### src/rtl/rrt_pkg.sv
// Shared types and constants for the repeating ramp timeline block.
// Holds the transaction payload structs, configuration record and register codes.
// No dependencies.
package rrt_pkg;

    localparam int TIME_BITS_DEF = 32;
    localparam int FRAC_BITS = 16;
    localparam int NORM_W = FRAC_BITS + 1;
    localparam int FIELD_W = 32;
    localparam int ELAPSED_W = 48;
    localparam int COUNT_W = 16;
    localparam int LIMIT_W = 17;
    localparam int STYLE_W = 2;
    localparam int CFG_INDEX_W = 3;
    localparam int CFG_DATA_W = 32;

    localparam logic [NORM_W-1:0] NORM_ONE = {1'b1, {FRAC_BITS{1'b0}}};

    localparam logic [CFG_INDEX_W-1:0] REG_DURATION = 3'd0;
    localparam logic [CFG_INDEX_W-1:0] REG_STYLE = 3'd1;
    localparam logic [CFG_INDEX_W-1:0] REG_LIMIT = 3'd2;
    localparam logic [CFG_INDEX_W-1:0] REG_SPAN = 3'd3;
    localparam logic [CFG_INDEX_W-1:0] REG_START_DIR = 3'd4;

    localparam logic [STYLE_W-1:0] STYLE_RESTART = 2'd1;
    localparam logic [STYLE_W-1:0] STYLE_PINGPONG = 2'd2;

    localparam logic FUNC_RESTART = 1'b1;

    typedef struct packed {
        logic               func;
        logic [FIELD_W-1:0] delta_ticks;
    } in_t;

    typedef struct packed {
        logic [FIELD_W-1:0] position_ticks;
        logic [NORM_W-1:0]  normalized_pos;
        logic               end_event;
        logic               repeated;
        logic               moving_backward;
        logic [COUNT_W-1:0] repeat_count_done;
    } out_t;

    typedef struct packed {
        logic [FIELD_W-1:0] duration_ticks;
        logic [STYLE_W-1:0] wrap_mode;
        logic [LIMIT_W-1:0] repeat_limit;
        logic [FIELD_W-1:0] repeat_span_ticks;
        logic               start_direction;
    } cfg_t;

endpackage

### src/rtl/rrt_divider.sv
// Radix-2 serial divider that retires one quotient digit per cycle.
// Computes floor(num * 2^FRAC_BITS / den) for num <= den; a zero divisor gives zero.
// Depends on rrt_pkg.
module rrt_divider
    import rrt_pkg::*;
#(
    parameter int TIME_BITS = TIME_BITS_DEF
)
(
    input  logic                 clk,
    input  logic                 rst_n,
    input  logic                 start,
    input  logic [TIME_BITS-1:0] num,
    input  logic [TIME_BITS-1:0] den,
    output logic                 done,
    output logic [NORM_W-1:0]    quo
);

    localparam int TW = TIME_BITS;
    localparam int CW = $clog2(NORM_W + 1);

    logic [CW-1:0]     cnt_reg;
    logic [CW-1:0]     cnt_next;
    logic [TW:0]       cur_reg;
    logic [TW:0]       cur_next;
    logic [NORM_W-1:0] quo_reg;
    logic [NORM_W-1:0] quo_next;
    logic              done_reg;
    logic              done_next;
    logic              ge_w;
    logic [TW:0]       rem_w;

    always_comb
    begin
        ge_w = cur_reg >= {1'b0, den};
        rem_w = ge_w ? (cur_reg - {1'b0, den}) : cur_reg;
        cnt_next = cnt_reg;
        cur_next = cur_reg;
        quo_next = quo_reg;
        done_next = 1'b0;
        if (start)
        begin
            quo_next = '0;
            cur_next = {1'b0, num};
            if (den == '0)
            begin
                cnt_next = '0;
                done_next = 1'b1;
            end
            else
            begin
                cnt_next = CW'(NORM_W);
            end
        end
        else if (cnt_reg != '0)
        begin
            quo_next = {quo_reg[NORM_W-2:0], ge_w};
            cur_next = {rem_w[TW-1:0], 1'b0};
            cnt_next = cnt_reg - CW'(1);
            if (cnt_reg == CW'(1))
            begin
                done_next = 1'b1;
            end
        end
    end

    always_ff @(posedge clk or negedge rst_n)
    begin
        if (!rst_n)
        begin
            cnt_reg <= '0;
            done_reg <= 1'b0;
        end
        else
        begin
            cnt_reg <= cnt_next;
            done_reg <= done_next;
        end
    end

    always_ff @(posedge clk)
    begin
        cur_reg <= cur_next;
        quo_reg <= quo_next;
    end

    assign done = done_reg;
    assign quo = quo_reg;

endmodule

### src/rtl/rrt_step.sv
// Timeline sequencer: holds position, direction and repeat state and applies one item.
// Steps through clamp, move, forward add, end test and optional repeat, then runs the serial divider.
// Depends on rrt_pkg and rrt_divider.
module rrt_step
    import rrt_pkg::*;
#(
    parameter int TIME_BITS = TIME_BITS_DEF
)
(
    input  logic clk,
    input  logic rst_n,
    input  cfg_t cfg,
    input  logic start,
    input  in_t  item,
    output logic idle,
    output logic res_valid,
    input  logic res_take,
    output out_t res
);

    localparam int TW = TIME_BITS;
    localparam int W = (TW > FIELD_W) ? TW : FIELD_W;

    localparam logic [3:0] ST_IDLE = 4'd0;
    localparam logic [3:0] ST_CLAMP = 4'd1;
    localparam logic [3:0] ST_MOVE = 4'd2;
    localparam logic [3:0] ST_FWD = 4'd3;
    localparam logic [3:0] ST_END = 4'd4;
    localparam logic [3:0] ST_REP = 4'd5;
    localparam logic [3:0] ST_DIV = 4'd6;
    localparam logic [3:0] ST_WAIT = 4'd7;
    localparam logic [3:0] ST_OUT = 4'd8;

    logic [3:0]           state_reg;
    logic [3:0]           state_next;
    logic [TW-1:0]        pos_reg;
    logic [TW-1:0]        pos_next;
    logic                 dir_reg;
    logic                 dir_next;
    logic [COUNT_W-1:0]   reps_reg;
    logic [COUNT_W-1:0]   reps_next;
    logic [ELAPSED_W-1:0] elapsed_reg;
    logic [ELAPSED_W-1:0] elapsed_next;
    logic                 end_reg;
    logic                 end_next;
    logic                 rep_reg;
    logic                 rep_next;
    logic [FIELD_W-1:0]   delta_reg;
    logic [FIELD_W-1:0]   delta_next;
    logic [TW-1:0]        p_reg;
    logic [TW-1:0]        p_next;
    logic [TW-1:0]        room_reg;
    logic [TW-1:0]        room_next;

    logic [TW-1:0]        dur_w;
    logic [W:0]           diff_w;
    logic [W-1:0]         sum_w;
    logic                 room_gt_w;
    logic                 end_w;
    logic                 style_ok_w;
    logic                 may_w;
    logic                 dir_new_w;
    logic [ELAPSED_W:0]   elapsed_sum_w;
    logic                 div_done_w;
    logic [NORM_W-1:0]    div_quo_w;

    assign dur_w = TW'(cfg.duration_ticks);
    assign diff_w = {1'b0, W'(p_reg)} - {1'b0, W'(delta_reg)};
    assign sum_w = W'(p_reg) + W'(delta_reg);
    assign room_gt_w = W'(room_reg) > W'(delta_reg);
    assign end_w = (pos_reg == '0) || (pos_reg >= dur_w);
    assign style_ok_w = (cfg.wrap_mode == STYLE_RESTART)
                        || (cfg.wrap_mode == STYLE_PINGPONG);
    assign may_w = (cfg.repeat_limit == '1)
                   || (!cfg.repeat_limit[LIMIT_W-1] && (cfg.repeat_limit != '0)
                       && ({1'b0, reps_reg} < cfg.repeat_limit))
                   || ((cfg.repeat_span_ticks != '0)
                       && (elapsed_reg < ELAPSED_W'(cfg.repeat_span_ticks)));
    assign dir_new_w = (cfg.wrap_mode == STYLE_PINGPONG) ? !dir_reg : dir_reg;
    assign elapsed_sum_w = {1'b0, elapsed_reg} + (ELAPSED_W + 1)'(dur_w);

    always_comb
    begin
        state_next = state_reg;
        pos_next = pos_reg;
        dir_next = dir_reg;
        reps_next = reps_reg;
        elapsed_next = elapsed_reg;
        end_next = end_reg;
        rep_next = rep_reg;
        delta_next = delta_reg;
        p_next = p_reg;
        room_next = room_reg;
        case (state_reg)
            ST_IDLE:
            begin
                if (start)
                begin
                    delta_next = item.delta_ticks;
                    end_next = 1'b0;
                    rep_next = 1'b0;
                    if (item.func == FUNC_RESTART)
                    begin
                        dir_next = cfg.start_direction;
                        pos_next = cfg.start_direction ? dur_w : '0;
                        reps_next = '0;
                        elapsed_next = '0;
                        state_next = ST_DIV;
                    end
                    else
                    begin
                        state_next = ST_CLAMP;
                    end
                end
            end
            ST_CLAMP:
            begin
                p_next = (pos_reg > dur_w) ? dur_w : pos_reg;
                state_next = ST_MOVE;
            end
            ST_MOVE:
            begin
                if (dir_reg)
                begin
                    pos_next = diff_w[W] ? '0 : TW'(diff_w[W-1:0]);
                    state_next = ST_END;
                end
                else
                begin
                    room_next = dur_w - p_reg;
                    state_next = ST_FWD;
                end
            end
            ST_FWD:
            begin
                pos_next = room_gt_w ? TW'(sum_w) : dur_w;
                state_next = ST_END;
            end
            ST_END:
            begin
                end_next = end_w;
                rep_next = end_w && style_ok_w && may_w;
                state_next = (end_w && style_ok_w && may_w) ? ST_REP : ST_DIV;
            end
            ST_REP:
            begin
                reps_next = (reps_reg != '1) ? (reps_reg + COUNT_W'(1)) : reps_reg;
                elapsed_next = elapsed_sum_w[ELAPSED_W] ? '1
                                                        : elapsed_sum_w[ELAPSED_W-1:0];
                dir_next = dir_new_w;
                pos_next = dir_new_w ? dur_w : '0;
                state_next = ST_DIV;
            end
            ST_DIV:
            begin
                state_next = ST_WAIT;
            end
            ST_WAIT:
            begin
                if (div_done_w)
                begin
                    state_next = ST_OUT;
                end
            end
            ST_OUT:
            begin
                if (res_take)
                begin
                    state_next = ST_IDLE;
                end
            end
            default:
            begin
                state_next = ST_IDLE;
            end
        endcase
    end

    always_ff @(posedge clk or negedge rst_n)
    begin
        if (!rst_n)
        begin
            state_reg <= ST_IDLE;
            pos_reg <= '0;
            dir_reg <= 1'b0;
            reps_reg <= '0;
            elapsed_reg <= '0;
        end
        else
        begin
            state_reg <= state_next;
            pos_reg <= pos_next;
            dir_reg <= dir_next;
            reps_reg <= reps_next;
            elapsed_reg <= elapsed_next;
        end
    end

    always_ff @(posedge clk)
    begin
        end_reg <= end_next;
        rep_reg <= rep_next;
        delta_reg <= delta_next;
        p_reg <= p_next;
        room_reg <= room_next;
    end

    rrt_divider #(
        .TIME_BITS(TIME_BITS)
    ) u_divider (
        .clk   (clk),
        .rst_n (rst_n),
        .start (state_reg == ST_DIV),
        .num   (pos_reg),
        .den   (dur_w),
        .done  (div_done_w),
        .quo   (div_quo_w)
    );

    assign idle = (state_reg == ST_IDLE);
    assign res_valid = (state_reg == ST_OUT);

    always_comb
    begin
        res.position_ticks = FIELD_W'(pos_reg);
        res.normalized_pos = div_quo_w;
        res.end_event = end_reg;
        res.repeated = rep_reg;
        res.moving_backward = dir_reg;
        res.repeat_count_done = reps_reg;
    end

endmodule

### src/rtl/repeating_ramp_timeline_core.sv
// Top level of the repeating ramp timeline: configuration registers and output register.
// Instantiates rrt_step, which holds the timeline state and the serial divider.
// Depends on rrt_pkg, rrt_step and rrt_divider.
//
// Each input transaction restarts the timeline or steps it by delta_ticks, and yields exactly
// one result transaction. A step goes through the sequencer states for clamp, move, a forward
// add (only when moving forward), end test and an optional repeat; a restart skips them. The
// normalized position then comes from a start state, FRAC_BITS + 1 = 17 quotient bits from a
// radix-2 divider at one bit per cycle, and a wait state that sees the divider finish. The
// result then moves into the output register once that register is free or being read, and
// out_valid rises. The block works on one transaction at a time; the next one is accepted on
// the cycle after the result has moved into the output register, even if it has not yet been
// taken.
module repeating_ramp_timeline_core
    import rrt_pkg::*;
#(
    parameter int TIME_BITS = TIME_BITS_DEF
)
(
    input  logic                   clk,
    input  logic                   rst_n,
    input  logic                   cfg_wr_en,
    input  logic [CFG_INDEX_W-1:0] cfg_index,
    input  logic [CFG_DATA_W-1:0]  cfg_data,
    input  logic                   in_valid,
    output logic                   in_ready,
    input  in_t                    in_data,
    output logic                   out_valid,
    input  logic                   out_ready,
    output out_t                   out_data
);

    cfg_t cfg_reg;
    cfg_t cfg_next;
    logic out_valid_reg;
    logic out_valid_next;
    out_t out_data_reg;
    out_t out_data_next;

    logic step_idle_w;
    logic res_valid_w;
    logic res_take_w;
    out_t res_w;

    always_comb
    begin
        cfg_next = cfg_reg;
        if (cfg_wr_en)
        begin
            case (cfg_index)
                REG_DURATION:  cfg_next.duration_ticks = cfg_data[FIELD_W-1:0];
                REG_STYLE:     cfg_next.wrap_mode = cfg_data[STYLE_W-1:0];
                REG_LIMIT:     cfg_next.repeat_limit = cfg_data[LIMIT_W-1:0];
                REG_SPAN:      cfg_next.repeat_span_ticks = cfg_data[FIELD_W-1:0];
                REG_START_DIR: cfg_next.start_direction = cfg_data[0];
                default:       cfg_next = cfg_reg;
            endcase
        end
    end

    always_ff @(posedge clk or negedge rst_n)
    begin
        if (!rst_n)
        begin
            cfg_reg.duration_ticks <= FIELD_W'(1);
            cfg_reg.wrap_mode <= '0;
            cfg_reg.repeat_limit <= '0;
            cfg_reg.repeat_span_ticks <= '0;
            cfg_reg.start_direction <= 1'b0;
        end
        else
        begin
            cfg_reg <= cfg_next;
        end
    end

    assign in_ready = step_idle_w;
    assign res_take_w = res_valid_w && (!out_valid_reg || out_ready);

    rrt_step #(
        .TIME_BITS(TIME_BITS)
    ) u_step (
        .clk       (clk),
        .rst_n     (rst_n),
        .cfg       (cfg_reg),
        .start     (in_valid && step_idle_w),
        .item      (in_data),
        .idle      (step_idle_w),
        .res_valid (res_valid_w),
        .res_take  (res_take_w),
        .res       (res_w)
    );

    always_comb
    begin
        out_valid_next = out_valid_reg;
        out_data_next = out_data_reg;
        if (res_take_w)
        begin
            out_valid_next = 1'b1;
            out_data_next = res_w;
        end
        else if (out_ready)
        begin
            out_valid_next = 1'b0;
        end
    end

    always_ff @(posedge clk or negedge rst_n)
    begin
        if (!rst_n)
        begin
            out_valid_reg <= 1'b0;
        end
        else
        begin
            out_valid_reg <= out_valid_next;
        end
    end

    always_ff @(posedge clk)
    begin
        out_data_reg <= out_data_next;
    end

    assign out_valid = out_valid_reg;
    assign out_data = out_data_reg;

    // Once a transaction is taken, the sequencer is busy on the following cycle.
    a_busy_after_accept: assert property (@(posedge clk) disable iff (!rst_n)
        in_valid && in_ready |=> !in_ready)
        else $error("input accepted again right after a transaction");

    a_norm_range: assert property (@(posedge clk) disable iff (!rst_n)
        out_valid |-> out_data.normalized_pos <= NORM_ONE)
        else $error("normalized position above one");

    a_repeat_needs_end: assert property (@(posedge clk) disable iff (!rst_n)
        out_valid && out_data.repeated |-> out_data.end_event)
        else $error("repeat reported without an end event");

endmodule
### config.mk
export PLATFORM = sky130hd
export DESIGN_NAME = repeating_ramp_timeline_core
export DESIGN_NICKNAME = d
export VERILOG_FILES = /design/src/rtl/rrt_pkg.sv /design/src/rtl/rrt_divider.sv /design/src/rtl/rrt_step.sv /design/src/rtl/repeating_ramp_timeline_core.sv
export SDC_FILE = /design/constraint.sdc
export NUM_CORES = 1
export LEC_CHECK = 0
export BUFFER_PORTS_ARGS = -buffer_cell sky130_fd_sc_hd__buf_2
export CAP_MARGIN = 20
export CORE_ASPECT_RATIO = 1.5
export CORE_MARGIN = 4
export CORE_UTILIZATION = 56
export DETAILED_ROUTE_END_ITERATION = 6
export GPL_TIMING_DRIVEN = 0
export PLACE_DENSITY = 0.74
export SLEW_MARGIN = 15
export SYNTH_ARGS = -nofsm -noshare
export SYNTH_HDL_FRONTEND = slang
export SYNTH_SLANG_ARGS = --single-unit
### constraint.sdc
create_clock -name clk -period 7 [get_ports clk]
set_clock_uncertainty 0.05 [all_clocks]
set_input_delay 1.75 -clock clk [delete_from_list [all_inputs] [get_ports clk]]
set_output_delay 1.75 -clock clk [all_outputs]
set_load 0.02 [all_outputs]
# == Yosys cells after proc, flatten, opt, wreduce, memory -nomap -nowiden ==
# Cells that the tools add are included.
# totals
regBits,408
output_inout_bits,70
elab_cells,146
# op_classes
addsub,7
order_cmp,6
eq_ne,23
muxes,43
bitwise,1
reduce_logical,39
# ops
operator,n
32-bit 2-to-1 mux,11
48-bit 2-to-1 mux,3
32-bit one-hot mux with 4 select lines,1
48-bit one-hot mux with 2 select lines,1
32-bit > comparator,2
32-bit logical NOT,2
32-bit subtractor,2
48-bit by 32-bit adder with 49-bit output,1
48-bit by 32-bit < comparator with 1-bit output,1
16-bit 2-to-1 mux,3
4-bit one-hot mux with 9 select lines,1
33-bit by 32-bit >= comparator with 1-bit output,1
32-bit by 32-bit subtractor with 33-bit output,1
32-bit adder,1
32-bit >= comparator,1
16-bit one-hot mux with 2 select lines,1
32-bit nonzero test,1
"17-bit equality test, second input constant",1
16-bit by 17-bit < comparator with 1-bit output,1
17-bit nonzero test,1
"16-bit by 1-bit adder with 16-bit output, second input constant",1
"4-bit by 3-bit equality test with 1-bit output, second input constant",4
"16-bit != test, second input constant",1
2-bit AND reduction,8
29 further kinds,68

# == Logic depth before layout (Yosys ltp) ==
# Gate-level depths: netlist (run 1).
# logic_depth
word_depth,8
ltp_mapped,15
mapped_depth_nobuf,13

# == By module ==
# Synthesis (run 1) repeated with hierarchy kept, for this count alone.
# hier_totals
cells_unflattened,2879
hier_area_um2,27812.9
# modules_own_cells
module,n_inst,cells_each,area_per_inst_um2
rrt_step,1,2061,17902.2
repeating_ramp_timeline_core,1,254,5273.8
rrt_divider,1,564,4636.9

# == Worst setup path before layout (run 1) ==
# OpenSTA, ideal clock, no wires.
# synth_path
kind,input to register
startpoint,in out_ready
endpoint,reg out_data_reg (netlist bit out_data[0]) (enable)
arrival_ns,4.910
required_ns,6.448
path_slack_ns,1.538
path_stages,2
cell_sequence,nand2b_1 > nor2b_1
# synth_between
elab_chain_cells,2
# synth_rtl
element,line_no,source
from (decl),repeating_ramp_timeline_core.sv:29,"input logic out_ready,"
1-bit logical OR,repeating_ramp_timeline_core.sv:78,assign res_take_w = res_valid_w && (!out_valid_reg || out_ready);
1-bit logical AND,repeating_ramp_timeline_core.sv:78,
to (signal assigned),repeating_ramp_timeline_core.sv:123,out_data_reg <= out_data_next;
to (decl),repeating_ramp_timeline_core.sv:37,out_t out_data_reg;
# No other way between the ends.
# A chain may end at the register's enable or synchronous reset.

# == Worst setup path after layout (run 1) ==
# layout_path
startpoint,reg cfg_reg[78] (netlist name)
endpoint,"reg u_step.p_reg[30], data pin"
# layout_between
elab_chain_cells,2
# layout_rtl
element,line_no,source
from (decl),repeating_ramp_timeline_core.sv:33,cfg_t cfg_reg;
from (signal assigned),repeating_ramp_timeline_core.sv:73,cfg_reg <= cfg_next;
32-bit > comparator,rrt_step.sv:118,p_next = (pos_reg > dur_w) ? dur_w : pos_reg;
32-bit 2-to-1 mux,rrt_step.sv:118,
to (signal assigned),rrt_step.sv:204,p_reg <= p_next;
to (decl),rrt_step.sv:50,logic [TW-1:0] p_reg;
# No other way between the ends.

==> results of run 1 <==
==> kinds of logic after synthesis <==
family | count (synthesis) | synth area share [%]
buf+inv | 326 | 4.62
compound gates | 831 | 19.2
flops | 408 | 40.1
xor+xnor | 142 | 4.49
simple gates | 931 | 16.0
mux | 71 | 2.87
fa+ha+maj | 278 | 12.7
==> worst reg2reg max path: stages, from the launching register on <==
cell,delay [ns]
dfrtp_1,0.78
inv_1,0.29
ha_1,0.38
nand4_1,0.10
nor2_1,0.19
and3_1,0.25
nand4_1,0.15
a211oi_1,0.49
nor3_1,0.16
and2_1,0.24
nor2_1,0.56
clkbuf_1,0.63
mux2_2,0.42
==> power by group <==
group	total (mW)	internal (mW)	switching [mW]
Sequential	4.26	3.36	0.907
Combinational	7.03	2.75	4.27
Clock	2.34	1.31	1.03
Total	13.6	7.42	6.21
==> cell usage after synthesis, types with 7 or more instances <==
master / instances / area [µm²]
edfxtp_1: 198 / 5950
o21ai_0: 192 / 961
or3_1: 25 / 156
inv_1: 209 / 785
xnor2_1: 102 / 893
a221oi_1: 10 / 87.6
clkbuf_1: 90 / 338
a222oi_1: 22 / 220
and2_1: 17 / 106
a2111oi_0: 13 / 114
o21a_1: 26 / 195
nor4_1: 52 / 325
a31oi_1: 59 / 369
o211a_1: 7 / 70.1
buf_2: 15 / 75.1
a211oi_1: 28 / 210
a21boi_0: 8 / 60.1
nor3_1: 49 / 245
dfxtp_1: 18 / 360
nand2_1: 306 / 1150
a21oi_1: 236 / 1180
or2_2: 17 / 106
nand2b_1: 35 / 219
o31a_1: 10 / 87.6
a22oi_1: 8 / 60.1
mux2_2: 68 / 766
xor2_1: 40 / 350
o21bai_1: 25 / 188
o211ai_1: 24 / 180
o31ai_1: 13 / 97.6
a21o_1: 76 / 571
and3_1: 27 / 169
nor2b_1: 29 / 181
nand3_1: 64 / 320
dfrtp_1: 191 / 4780
nand4_1: 54 / 338
nor2_1: 223 / 837
ha_1: 273 / 3420
nand3b_1: 7 / 52.6
==> area by class of cell <==
| cell class | instances | area share, % |
|---|---|---|
| timing repair buffer | 162 | 3.17 |
| antenna | 6 | 0.0485 |
| buffer | 113 | 1.55 |
| clock inverter | 22 | 0.622 |
| multi-input combinational | 2253 | 49.6 |
| sequential | 408 | 35.9 |
| inverter | 213 | 2.58 |
| tap | 656 | 2.65 |
| clock buffer | 56 | 3.93 |
==> routing by layer <==
metal / GRT usage (%) / up-vias / share of wire (%)
met5: 0 / - / 0.011
met3: 6.95 / 341 / 7.3
met4: 25.2 / 2 / 8.2
met2: 62.0 / 1193 / 49
li1: - / 11400 / -
met1: 40.0 / 12000 / 36
==> per-stage QoR <==
stage               TNS [ns]  instance area (µm²)  hold slack (ns)  worst slack (ns)
detailed placement         0                29500            0.370              2.15
finish                     0                31000            0.406              2.04
CTS                        0                31000            0.408              2.12
global route               0                31000            0.419              1.99
floorplan                  0                27700            0.350              1.54
global placement       -8.18                29200            0.370            -0.435
==> cells in the final DEF (no fill, tap or decap), types with 22 or more instances in the layout <==
master       n
nand2_1    305
ha_1       273
a21oi_1    236
nor2_1     223
inv_1      209
edfxtp_1   198
o21ai_0    192
dfrtp_1    191
buf_2      160
xnor2_1    102
clkbuf_1    97
a21o_1      76
mux2_2      68
nand3_1     64
a31oi_1     59
nand4_1     54
nor4_1      50
nor3_1      48
clkbuf_16   46
xor2_1      40
nand2b_1    35
nor2b_1     28
and3_1      27
a211oi_1    27
o21a_1      26
or3_1       25
o21bai_1    25
o211ai_1    24
a222oi_1    22
==> worst paths after layout <==
path | startpoint | end | slack, ns | depth (start not counted)
max in group asynchronous | rst_n | u_step.elapsed_reg[33] | 4.80 | 3
min reg2reg | u_step.u_divider.quo[16] | out_data[35] | 0.41 | 0
max | cfg_reg[78] | u_step.p_reg[30] | 2.04 | 12
max reg2reg | cfg_reg[78] | u_step.p_reg[30] | 2.04 | 12
min | u_step.u_divider.quo[16] | out_data[35] | 0.41 | 0
min in group asynchronous | rst_n | u_step.u_divider.cnt_reg[3] | 0.93 | 1
==> results.md, run 1 <==
* Status: finished clean
* Static leakage at 13.6 nW
* Post-cts sizing count at 0
* Max Cap Viol at 0
* HPWL Detailed at 76,100 µm
* Total GRT Usage at 36.0%
* TritonCTS Buffers at 42
* Worst setup SP type: flip-flop
* Post-synthesis sequential area ratio at about two fifths
* Worst setup EP type: flip-flop
* Clock Path Buffers at 3
* Die height at around 280 µm
* # port buffers at 142
* Die width at ~190 µm
* GPL Wtd Cong at 1.02
* Via/cell ratio at 6.40
* Endpoints failing setup at 0
* Routed WL at 97,900 µm
* Clock sink count at 408
* Register area at roughly 0.011 mm²
* H-Tree Level Count at 2
* Post-CTS Setup Inserts at 0
* Filler Cell Count at 4,219
* Worst slew pin tran at 1.09 ns
* Overflow after GRT at 0
* CTS root buffer: clkbuf_16
* Area of the multi-input gates at 0.0154 mm²
* Final hold vios at 0
* Initial core utilization at 56.8%
* Asr flop ratio synth at 47.1%
* Worst VDD drop at 0.000277 V
* Area growth, synth to finish at 11.8%
* Clock slew at reported path FFs at 0.07 ns
* Clock Latency Late Sink at 0.59 ns
* Max-slew violation count at 0
* Post-layout util at 63.5%
* Slowest-stage cell, CP: dfrtp_1
* Fraction of layout cells with a size suffix above 1 at about 11%
* WP buf/inv at 2
* Final std cells w/o fill at 3,889
* Wire length per cell at ~25 µm
* DP Cell Count at 3,805
* Drt pass-1 iters at 6
* Mapped cell area at 0.0277 mm²
* Ys flop type: edfxtp_1
* FF+latch count, synth at 408
* Die area at 0.0532 mm²
* Post-Syn Area per Cell at 9.28 µm²
* 1st-iter DRT viols at 2,032
* DR DRC count at 0
* Critical path arrival at 5.23 ns
* Critical path's top delay family: simple AND/OR/NAND/NOR gates
* Core footprint at a little under 0.05 mm²
* Fmax at 202 MHz
* Yosys cell types at 83
* Rows at 99
* CP required at ~7.3 ns
* Synth warnings at 0
* Vias in the first global route at ~25,000
* Via count at ~25,000
* Global-route wire length before repair at roughly 150,000 µm
* Top-level port count at roughly 140
* Post-layout min period at a little under 5 ns
* Nets at 3,544
* Worst Hold Class: flip-flop to flip-flop
* Max reg flops at 84
* Worst Setup Path Type: flip-flop to flip-flop
* Hold-fix buffers at CTS at 0
* Slowest stage delay, CP at 0.78 ns
* CTS tree: built
* Rel. slew slack at 26.4%
* DRT antenna net count at 0
* Final period utilization at a little over two thirds
* PnR Total Power at around 14 mW
* Mapped Cells at 2,987
* Post-synth EDFFs at 198
* Worst-path cell chain: inv_1 > ha_1 > nand4_1 > nor2_1 > and3_1 > nand4_1 > a211oi_1 > nor3_1 > and2_1 > nor2_1 > clkbuf_1 > mux2_2
* Syn Nets at 3,338
* Pwr dens at 440 mW/mm²
* RSZ-0062 raised after global routing: no
* Crit path max fanout at 10
* Largest net degree at the start of global routing at 95
* Initial antenna violation count at 6
No activity file was read; power rests on OpenSTA's default activity.
==> inputs of run 2 (changes only) <==
--- a/config.mk
+++ b/config.mk
@@ -12,7 +12,7 @@
 export CORE_UTILIZATION = 56
 export DETAILED_ROUTE_END_ITERATION = 6
 export GPL_TIMING_DRIVEN = 0
-export PLACE_DENSITY = 0.74
+export PLACE_DENSITY = 0.77
 export SLEW_MARGIN = 15
 export SYNTH_ARGS = -nofsm -noshare
 export SYNTH_HDL_FRONTEND = slang
==> constraint.sdc (replaced) <==
create_clock -name clk -period 4.06 [get_ports clk]
set_clock_uncertainty 0.05 [all_clocks]
set_input_delay 1.015 -clock clk [delete_from_list [all_inputs] [get_ports clk]]
set_output_delay 1.015 -clock clk [all_outputs]
set_load 0.02 [all_outputs]
==> run 2 against run 1 <==
Routed wire length is 1.9% lower. Setup slack worse by 2.0 ns. Global-route usage is 0.83 points lower. Largest power group unchanged. Highest routed layer unchanged. Clock power is 73% higher.
==> results.md, run 2 (same netlist as run 1, synthesis figures left out) <==
* Filler Cell Count at 4,152
* Clock slew at reported path FFs at 0.07 ns
* FF-to-FF Start: cfg_reg[52]
* DR WL met3 at approximately 7200 µm
* HPWL Detailed at roughly 74,000 µm
* Leading cell types in the layout, fill and taps excluded: nand2_1, ha_1, a21oi_1, nor2_1, inv_1
* FF-to-FF End: u_step.room_reg[26]
* Area growth, synth to finish at 12.1%
* 1st-iter DRT viols at 2,074
* Initial antenna violation count at 4
* H-Tree Level Count at 2
* Max reg flops at 84
* Seq pwr share at 31.3%
* Worst setup SP type: flip-flop
* Final hold vios at 0
* Sw frac at 45.3%
* Via count at 25,000
* Metal2 WL at 46,000 µm
* Critical path arrival at about 4.3 ns
* Largest net degree at the start of global routing at 99
* Final period utilization at 99.2%
* Crit path max fanout at 5
* Vias in the first global route at 25,000
* Post-layout min period at 4.03 ns
* Clock Path Buffers at 3
* Clock Latency Late Sink at 0.59 ns
* Nets at roughly 3,500
* Combinational power share at 51.6%
* CP startpoint: cfg_reg[52]
* Overflow after GRT at 0
* Top-level port count at between 100 and 150
* Worst Hold Class: flip-flop to flip-flop
* Internal at between 10 and 15 mW
* Core footprint at approximately 0.049 mm²
* Wire length per cell at between 20 and 25 µm
* DRT antenna net count at 0
* Initial core utilization at between 50% and 60%
* Net Switching at between 10 and 15 mW
* Max layer used: met5
* Worst slew pin tran at around 1.1 ns
* Global-route wire length before repair at ~140,000 µm
* DP Cell Count at 3,799
* Area after DPL at 0.0295 mm²
* Rel. slew slack at 26.6%
* Worst setup EP type: flip-flop
* Static leakage at 13.6 nW
* Hold Startpoint: u_step.u_divider.quo[16]
* Setup tns final at 0 ns
* # port buffers at roughly 140
* Hold Path End: out_data[35]
* Final std cells w/o fill at 3,881
* Max Cap Viol at 0
* Die width at 190 µm
* Routed WL at 96,100 µm
* CP required at 4.32 ns
* Final Hold Slack at 0.381 ns
* Most common cell after layout, fill and taps aside: nand2_1
* TritonCTS Buffers at 42
* CTS root buffer: clkbuf_16
* Fmax at 248 MHz
* Hold-fix buffers at CTS at 0
* Die area at 0.0532 mm²
* Part of the power in the clock network at between 15 and 20%
* Die height at ~280 µm
* Drt pass-1 iters at 6
* Fraction of layout cells with a size suffix above 1 at 12.0%
* Rows at 99
* PnR Total Power at 23.5 mW
* Hold Path Depth at 0
* Via/cell ratio at between 6 and 7
* Status: finished clean
* Final instance area at 0.0311 mm²
* Max-slew violation count at 0
* DR DRC count at 0
* GPL Wtd Cong at 1.04
* Worst R2R Path Depth at 12
* M1 wire length at 33,700 µm
* Worst Setup Path Type: flip-flop to flip-flop
* Clock sink count at 408
* Endpoints failing setup at 0
* Worst reg2reg setup slack at approximately 0.033 ns
* CTS tree: built
* Worst VDD drop at 0.000525 V
* Pwr dens at around 760 mW/mm²
* Total GRT Usage at 35.2%
-- run 2: routing by layer --
layer  track usage (%)  vias to the layer above
li1                  -                    11400
met1              38.8                    12000
met2              60.2                     1248
met3              6.70                      417
met4              26.1                        2
met5                 0                        -
-- run 2: power by group through the flow --
stage / Sequential [mW] / Clock [mW] / Combinational, mW
2_1_floorplan: 6.52 / 0 / 8.75
4_1_cts: 7.27 / 4.07 / 11.9
3_5_place_dp: 7.33 / 0 / 11.7
3_3_place_gp: 7.32 / 0 / 11.3
6_report: 7.36 / 4.04 / 12.1
5_1_grt: 7.37 / 4.24 / 13.3
-- run 2: critical path, cell delays in order (launching register included) --
cell      delay (ns)
dfstp_2         0.68
inv_1           0.22
ha_1            0.29
fa_1            0.43
nor2b_1         0.19
o31a_1          0.18
o21a_1          0.16
nor2_1          0.07
o221ai_1        0.63
a31o_2          0.34
a31oi_1         0.16
nor2b_1         0.18
xnor2_1         0.15
-- run 2: final cells by class --
cell class                      instances  area (µm²)  share of cell area [%]
Timing Repair Buffer                  160         985                    3.17
Multi-Input combinational cell       2253       15400                    49.7
Sequential cell                       408       11100                    35.8
Clock inverter                         17         180                   0.580
Tap cell                              656         821                    2.64
Inverter                              213         803                    2.59
Clock buffer                           60        1210                    3.90
Antenna cell                            3        7.51                  0.0242
Buffer                                111         484                    1.56
-- run 2: what timing repair did --
item,in CTS,in global routing
buffers inserted,1,3
endpoints found under the setup margin,100,100
endpoints found under the hold margin,0,0
pin swaps,0,1
resized for setup,20,23
-- run 2: how the worst max path moves through the flow --
stage / to / cells past startpoint
global route: u_step.pos_reg[28] / 11
finish: u_step.room_reg[26] / 12
global placement: u_step.elapsed_reg[9] / 1
CTS: u_step.pos_reg[28] / 11
floorplan: out_data[0] / 2
detailed placement: u_step.p_reg[30] / 12
-- run 2: stage by stage --
step | worst slack, ns | util, %
floorplan | 0.638 | -
global placement | -1.29 | 59.9
detailed placement | -0.614 | 60.5
CTS | 0.0390 | 63.5
global route | -0.00290 | 63.6
finish | 0.0331 | 63.6
